===== config.mk =====
export PLATFORM = sky130hd
export DESIGN_NAME = gsfc_frame_parser
export DESIGN_NICKNAME = d
export VERILOG_FILES = /design/src/gsfc_pkg.sv /design/src/gsfc_frame_parser.sv
export SDC_FILE = /design/constraint.sdc
export NUM_CORES = 1
export LEC_CHECK = 0
export BUFFER_PORTS_ARGS = -buffer_cell sky130_fd_sc_hd__buf_2
export CORE_ASPECT_RATIO = 0.7
export CORE_MARGIN = 1.5
export CORE_UTILIZATION = 55
export DETAILED_ROUTE_END_ITERATION = 12
export HOLD_SLACK_MARGIN = 0.1
export PLACE_DENSITY = 0.79
export SYNTH_ARGS = -nofsm -noshare
export SYNTH_HDL_FRONTEND = slang
export SYNTH_SLANG_ARGS = --single-unit

===== constraint.sdc =====
create_clock -name aclk -period 3.35 [get_ports aclk]
set_input_delay 0.5025 -clock aclk [delete_from_list [all_inputs] [get_ports aclk]]
set_output_delay 0.5025 -clock aclk [all_outputs]
set_load 0.02 [all_outputs]

===== src/gsfc_pkg.sv =====
// Shared types, constants and the CRC-8 byte update for the gas sensor frame checker.
package gsfc_pkg;

    localparam logic [7:0] CRC_INIT = 8'hFF;
    localparam logic [7:0] CRC_POLY = 8'h31;

    localparam logic [1:0] STATUS_OK         = 2'd0;
    localparam logic [1:0] STATUS_FIRST_BAD  = 2'd1;
    localparam logic [1:0] STATUS_SECOND_BAD = 2'd2;

    localparam logic [2:0] POS_W0_HI  = 3'd0;
    localparam logic [2:0] POS_W0_LO  = 3'd1;
    localparam logic [2:0] POS_W0_CRC = 3'd2;
    localparam logic [2:0] POS_W1_HI  = 3'd3;
    localparam logic [2:0] POS_W1_LO  = 3'd4;
    localparam logic [2:0] POS_W1_CRC = 3'd5;

    typedef struct packed {
        logic [15:0] first_word;
        logic [15:0] second_word;
        logic [1:0]  frame_status;
        logic        sensor_ready;
    } frame_result_t;

    function automatic logic [7:0] crc8_byte(input logic [7:0] crc, input logic [7:0] data);
        logic [7:0] c;
        c = crc ^ data;
        for (int k = 0; k < 8; k++) begin
            if (c[7]) begin
                c = {c[6:0], 1'b0} ^ CRC_POLY;
            end else begin
                c = {c[6:0], 1'b0};
            end
        end
        return c;
    endfunction

endpackage


===== src/gsfc_frame_parser.sv =====
// Byte position tracking, per-word CRC check and word assembly for one reply frame.
module gsfc_frame_parser
    import gsfc_pkg::*;
(
    input  logic          aclk,
    input  logic          aresetn,
    input  logic          byte_en,
    input  logic [7:0]    rx_byte,
    input  logic          frame_start,
    output logic          frame_done,
    output frame_result_t frame_result
);

    logic [2:0]  pos_reg, pos_next;
    logic [7:0]  crc_reg, crc_next;
    logic [7:0]  high_reg, high_next;
    logic [15:0] first_reg, first_next;
    logic [15:0] second_reg, second_next;
    logic [1:0]  err_reg, err_next;
    logic        ready_reg, ready_next;
    logic [2:0]  pos;
    logic [7:0]  crc_upd;

    always_comb begin
        pos = pos_reg;
        if (frame_start || pos_reg > POS_W1_CRC) begin
            pos = POS_W0_HI;
        end
        crc_upd     = crc8_byte(crc_reg, rx_byte);
        pos_next    = pos + 3'd1;
        crc_next    = crc_reg;
        high_next   = high_reg;
        first_next  = first_reg;
        second_next = second_reg;
        err_next    = err_reg;
        ready_next  = ready_reg;
        frame_done  = 1'b0;

        unique case (pos) inside
            POS_W0_HI, POS_W1_HI: begin
                crc_next  = crc8_byte(CRC_INIT, rx_byte);
                high_next = rx_byte;
                if (pos == POS_W0_HI) begin
                    err_next = STATUS_OK;
                end
            end
            POS_W0_LO: begin
                crc_next   = crc_upd;
                first_next = {high_reg, rx_byte};
            end
            POS_W1_LO: begin
                crc_next    = crc_upd;
                second_next = {high_reg, rx_byte};
            end
            POS_W0_CRC: begin
                if (crc_reg != rx_byte) begin
                    err_next = STATUS_FIRST_BAD;
                end
                crc_next = CRC_INIT;
            end
            default: begin
                if (err_reg == STATUS_OK && crc_reg != rx_byte) begin
                    err_next = STATUS_SECOND_BAD;
                end
                if (err_next == STATUS_OK && second_reg != 16'd0) begin
                    ready_next = 1'b1;
                end
                pos_next   = POS_W0_HI;
                crc_next   = CRC_INIT;
                frame_done = 1'b1;
            end
        endcase

        frame_result.first_word   = first_reg;
        frame_result.second_word  = second_reg;
        frame_result.frame_status = err_next;
        frame_result.sensor_ready = ready_next;
    end

    always_ff @(posedge aclk) begin
        if (!aresetn) begin
            pos_reg    <= POS_W0_HI;
            crc_reg    <= CRC_INIT;
            high_reg   <= 8'd0;
            first_reg  <= 16'd0;
            second_reg <= 16'd0;
            err_reg    <= STATUS_OK;
            ready_reg  <= 1'b0;
        end else if (byte_en) begin
            pos_reg    <= pos_next;
            crc_reg    <= crc_next;
            high_reg   <= high_next;
            first_reg  <= first_next;
            second_reg <= second_next;
            err_reg    <= err_next;
            ready_reg  <= ready_next;
        end
    end

endmodule


Word-level counts from Yosys, hierarchy flattened
Cells that the tools add are included.

Add/sub/neg operators: 1. Order comparisons: 1. Eq/ne operators: 5. Mux-type cells: 34. Bitwise operators: 18. Reductions and logical operators: 13.

Operators by type and width (number): 2-to-1 mux 6 bit (16); 2-to-1 mux 8 bit (7); inverter 3 bit (16); case mux 8 bit (2 select lines) (1); nonzero test 16 bit (1); 2-to-1 mux 2 bit (4); != test 8 bit (1); inverter 8 bit (1); bitwise XOR 8 bit (1); == test 3 x 2 -> 1 bit, second input constant (2); 2-to-1 mux 3 bit (2); case mux 2 bit (3 select lines) (1); AND reduction 2 bit (3); OR reduction 5 bit (1); logical NOT 2 bit (2); OR reduction 2 bit (2); adder 3 x 1 -> 3 bit, second input constant (1); == test 3 x 1 -> 1 bit, second input constant (1); == test 3 bit, second input constant (1); greater-than comparator 3 bit, second input constant (1); logical NOT 3 bit (1); 2-to-1 mux 1 bit (3); logical AND 1 bit (2); logical OR 1 bit (1).

Register bits after elaboration: 54. Input port bits: 12. Output and inout port bits: 36. Logic and storage cells: 79.

Logic depth before layout (Yosys ltp)
Depth in word-level cells: 27. Mapped depth: 9. Depth with buffers taken out: 9.

Least setup slack after synthesis
No wires, ideal clock.

Path type: in2out. Start point: input frame_start. End point: output frame_result[0] in the netlist's numbering. Arrival: 2591 ps. Data required time: 2847 ps. Slack: 256 ps. Stages on the path: 8. Buffers on the path: 1. Path through: a211oi_1 inv_1 ha_1 or3_1 a21oi_1 and3_1 a21o_1 buf_4.

Word-level cells in the longest chain between the ends: 5. Elaborated cells on any way between the ends: 9. Classes of those cells: 4 x eq/ne; 2 x mux; 3 x reduce/logical.

Ends and longest elaborated chain: start, declared (RTL line gsfc_frame_parser.sv:9) `input logic frame_start,`; logical OR 1 bit * (RTL line gsfc_frame_parser.sv:26) `if (frame_start || pos_reg > POS_W1_CRC) begin`; 2-to-1 mux 3 bit * (RTL line gsfc_frame_parser.sv:26); == test 3 x 2 -> 1 bit (no source line) (tied with other cells); OR reduction 5 bit (no source line) *; 2-to-1 mux 1 bit * (RTL line gsfc_frame_parser.sv:39) `unique case (pos) inside`; end, declared (RTL line gsfc_frame_parser.sv:11) `output frame_result_t frame_result`.

Mark *: on every way between the ends. The rest lies on a longest branch, timed or not.

==> impl_metrics.json <==
{
  "clk_latency_ns": 0.30,
  "period_share_pct": 90.8,
  "drc": 0,
  "hold_path_depth": 2,
  "netlist_area_mm2": 0.00276,
  "die_y_um": 62.3,
  "die_w_um": 87.7,
  "track_usage_pct": 25.0,
  "fin_nets": 387,
  "hp-class": "flip-flop to flip-flop",
  "worstPathArrival_ns": 2.54,
  "avgSynthCellArea_um2": 8.22,
  "antennaDiodeCount": 0,
  "finalHoldViolCount": 0,
  "hpwlAfterDp_um": 4620,
  "clockBufferDepth": 2,
  "ios": 48,
  "maxSlewViolCount": 0,
  "worst-path-max-fanout": 9,
  "p_leak_uw": 0.00126,
  "synthTopCellsByCount": "nand2_1 (82), dfxtp_1 (54), a21oi_1 (44)",
  "slew-limit-headroom_pct": 57.5,
  "netlist_instances": 336,
  "place_area_mm2": 0.00299,
  "yosysMostFrequentCell": "nand2_1",
  "worstMarginPinSlew_ns": 0.636,
  "drive_gt1_share_pct": 18.6,
  "start_util_pct": 57.4,
  "cp-start-kind": "flip-flop",
  "synth_edf_count": 0,
  "core.rowCount": 21,
  "grt_pass1_vias": 2198,
  "pwr-share-clk_pct": 30.1,
  "cts_root_buffer": "clkbuf_8",
  "synth_nets": 353,
  "grt_overflow": 0,
  "maxCapViolations": 0,
  "status": "finished, final reports clean",
  "clk_pin_slew_ns": 0.10,
  "p_int_uw": 1040,
  "post_cts_buffers": 0,
  "ctsHoldBuffers": 0,
  "required_ns": 2.85,
  "die-area_mm2": 0.00546,
  "routed_wl_um": 6460,
  "ys_seq_area_share_pct": 39.1,
  "grt_start_max_net_pins": 38,
  "ys_types": 43,
  "postCtsResizedCells": 0,
  "rsz0062_at_grt": "no",
  "finalInstanceArea_mm2": 0.00310,
  "drt_iter0_markers": 267,
  "route.detailed.wl_per_inst_um": 14.7,
  "portBuffers": 47,
  "via_per_inst": 5.52,
  "powerDensity_mw_per_mm2": 472,
  "fin_skew_ns": 0.00562,
  "vias": 2430,
  "synthTopCellsByArea": "dfxtp_1 (39%), nand2_1 (11%), a21oi_1 (8.0%)",
  "gp_congestion": 0.891,
  "core_mm2": 0.00481,
  "max_freq_ghz": 0.329,
  "swShare_pct": 28.7,
  "synth_seq_cells": 54,
  "post-route-min-period_ns": 3.04,
  "synth_top_flop_cell": "dfxtp_1",
  "finalSetupTns_ns": 0,
  "end_kind": "output port",
  "htreeDepth": 2,
  "tritoncts": "built",
  "clock_sinks": 54,
  "p_total_uw": 1460,
  "power.share.combinational_pct": 23.1,
  "critical_path_class": "flip-flop to output port",
  "rr_worst_depth": 9,
  "synth_area_leader_cell": "dfxtp_1",
  "synthArstFlopShare_pct": 0,
  "grt_pass1_wl_um": 10700,
  "area_delta_synth_final_pct": 12.2,
  "drt_first_pass_iters": 4,
  "ir_drop_v": 0.000341,
  "synth.top_cell.area_share_pct": 39.1,
  "antenna_found_initial": 0,
  "p_seq_share_pct": 46.9,
  "setup_viol": 0,
  "switching_power_uw": 420,
  "cts_buffers": 5,
  "yosys_warnings": 0,
  "ant_nets": 0
}
layout by cell type, fill, tap and decap left out, types with 3 or more instances in the layout:
master    instances
nor2_1           18
xnor2_1          22
o21ai_0           3
buf_2            47
and3_1            3
a221oi_1          6
nor3_1            3
inv_1             4
nor2b_1           3
nor4_1            4
nand2b_1          3
buf_4             3
dfxtp_1          54
ha_1              5
a21oi_1          44
xor2_1            7
clkbuf_8          5
xnor2_2           3
nand2_1          82
a21boi_0          3
nand3_1          11
o21ai_1          10
critical path: stages (launching register included):
cell and delay [ns]:
dfxtp_1 0.43, inv_1 0.09, a211oi_1 0.25, inv_1 0.11, ha_1 0.31, mux2_4 0.36, a311o_1 0.35, o21ai_1 0.12
nand2_1 0.06, buf_2 0.15
through the flow:
stage	hold slack [ns]	setup WS [ns]	std cells	util (%)
floorplan	0.445	0.256	336	-
global placement	0.442	0.546	432	62.2
detailed placement	0.447	0.509	432	62.2
CTS	0.462	0.367	440	64.5
global route	0.480	0.181	440	64.5
finish	0.460	0.307	440	64.5
power groups by stage:
stage               Combinational, uW  Sequential (uW)  Clock [uW]
global placement                  321              700           0
floorplan                         273              699           0
finish                            338              686         440
global route                      363              689         468
CTS                               333              686         439
detailed placement                327              700           0
worst paths after layout:
path                              startpoint                    endpoint  slack [ns]
setup / recovery     pos_reg[0]$_SDFFE_PN0P_             frame_result[2]        0.31
setup reg to reg     pos_reg[0]$_SDFFE_PN0P_    high_reg[6]$_SDFFE_PN0P_        1.03
hold reg to reg   first_reg[11]$_SDFFE_PN0P_  first_reg[11]$_SDFFE_PN0P_        0.46
hold / removal    first_reg[11]$_SDFFE_PN0P_  first_reg[11]$_SDFFE_PN0P_        0.46
per-layer routing:
layer,part of all wire (%),GRT usage [%],vias to the layer above
li1,-,-,1195
met1,51,40.0,1149
met4,0.68,6.35,0
met3,6.3,4.79,6
met5,0,0,-
met2,42,33.8,80
final cells by class:
type,count,area [um^2]
fillers,419,1710
multi-input cells,253,1540
flip-flops and latches,54,1080
repair buffers,50,258
well taps,69,86.3
clock buffers,6,72.6
clock inverters,2,37.5
inverters,6,22.5
logic make-up (layout without fill, tap and decap cells):
logic type / Yosys count / after routing / share of synthesized area (%)
adder cells (fa/ha/maj): 5 / 5 / 2.27
multiplexers: 1 / 1 / 0.544
AO/OA/AOI/OAI: 75 / 75 / 15.7
flip-flops: 54 / 54 / 39.1
AND/OR/NAND/NOR: 134 / 134 / 20.9
buffers and inverters: 29 / 64 / 5.03
XOR/XNOR: 38 / 38 / 16.4
No activity file was read; power rests on OpenSTA's default activity.
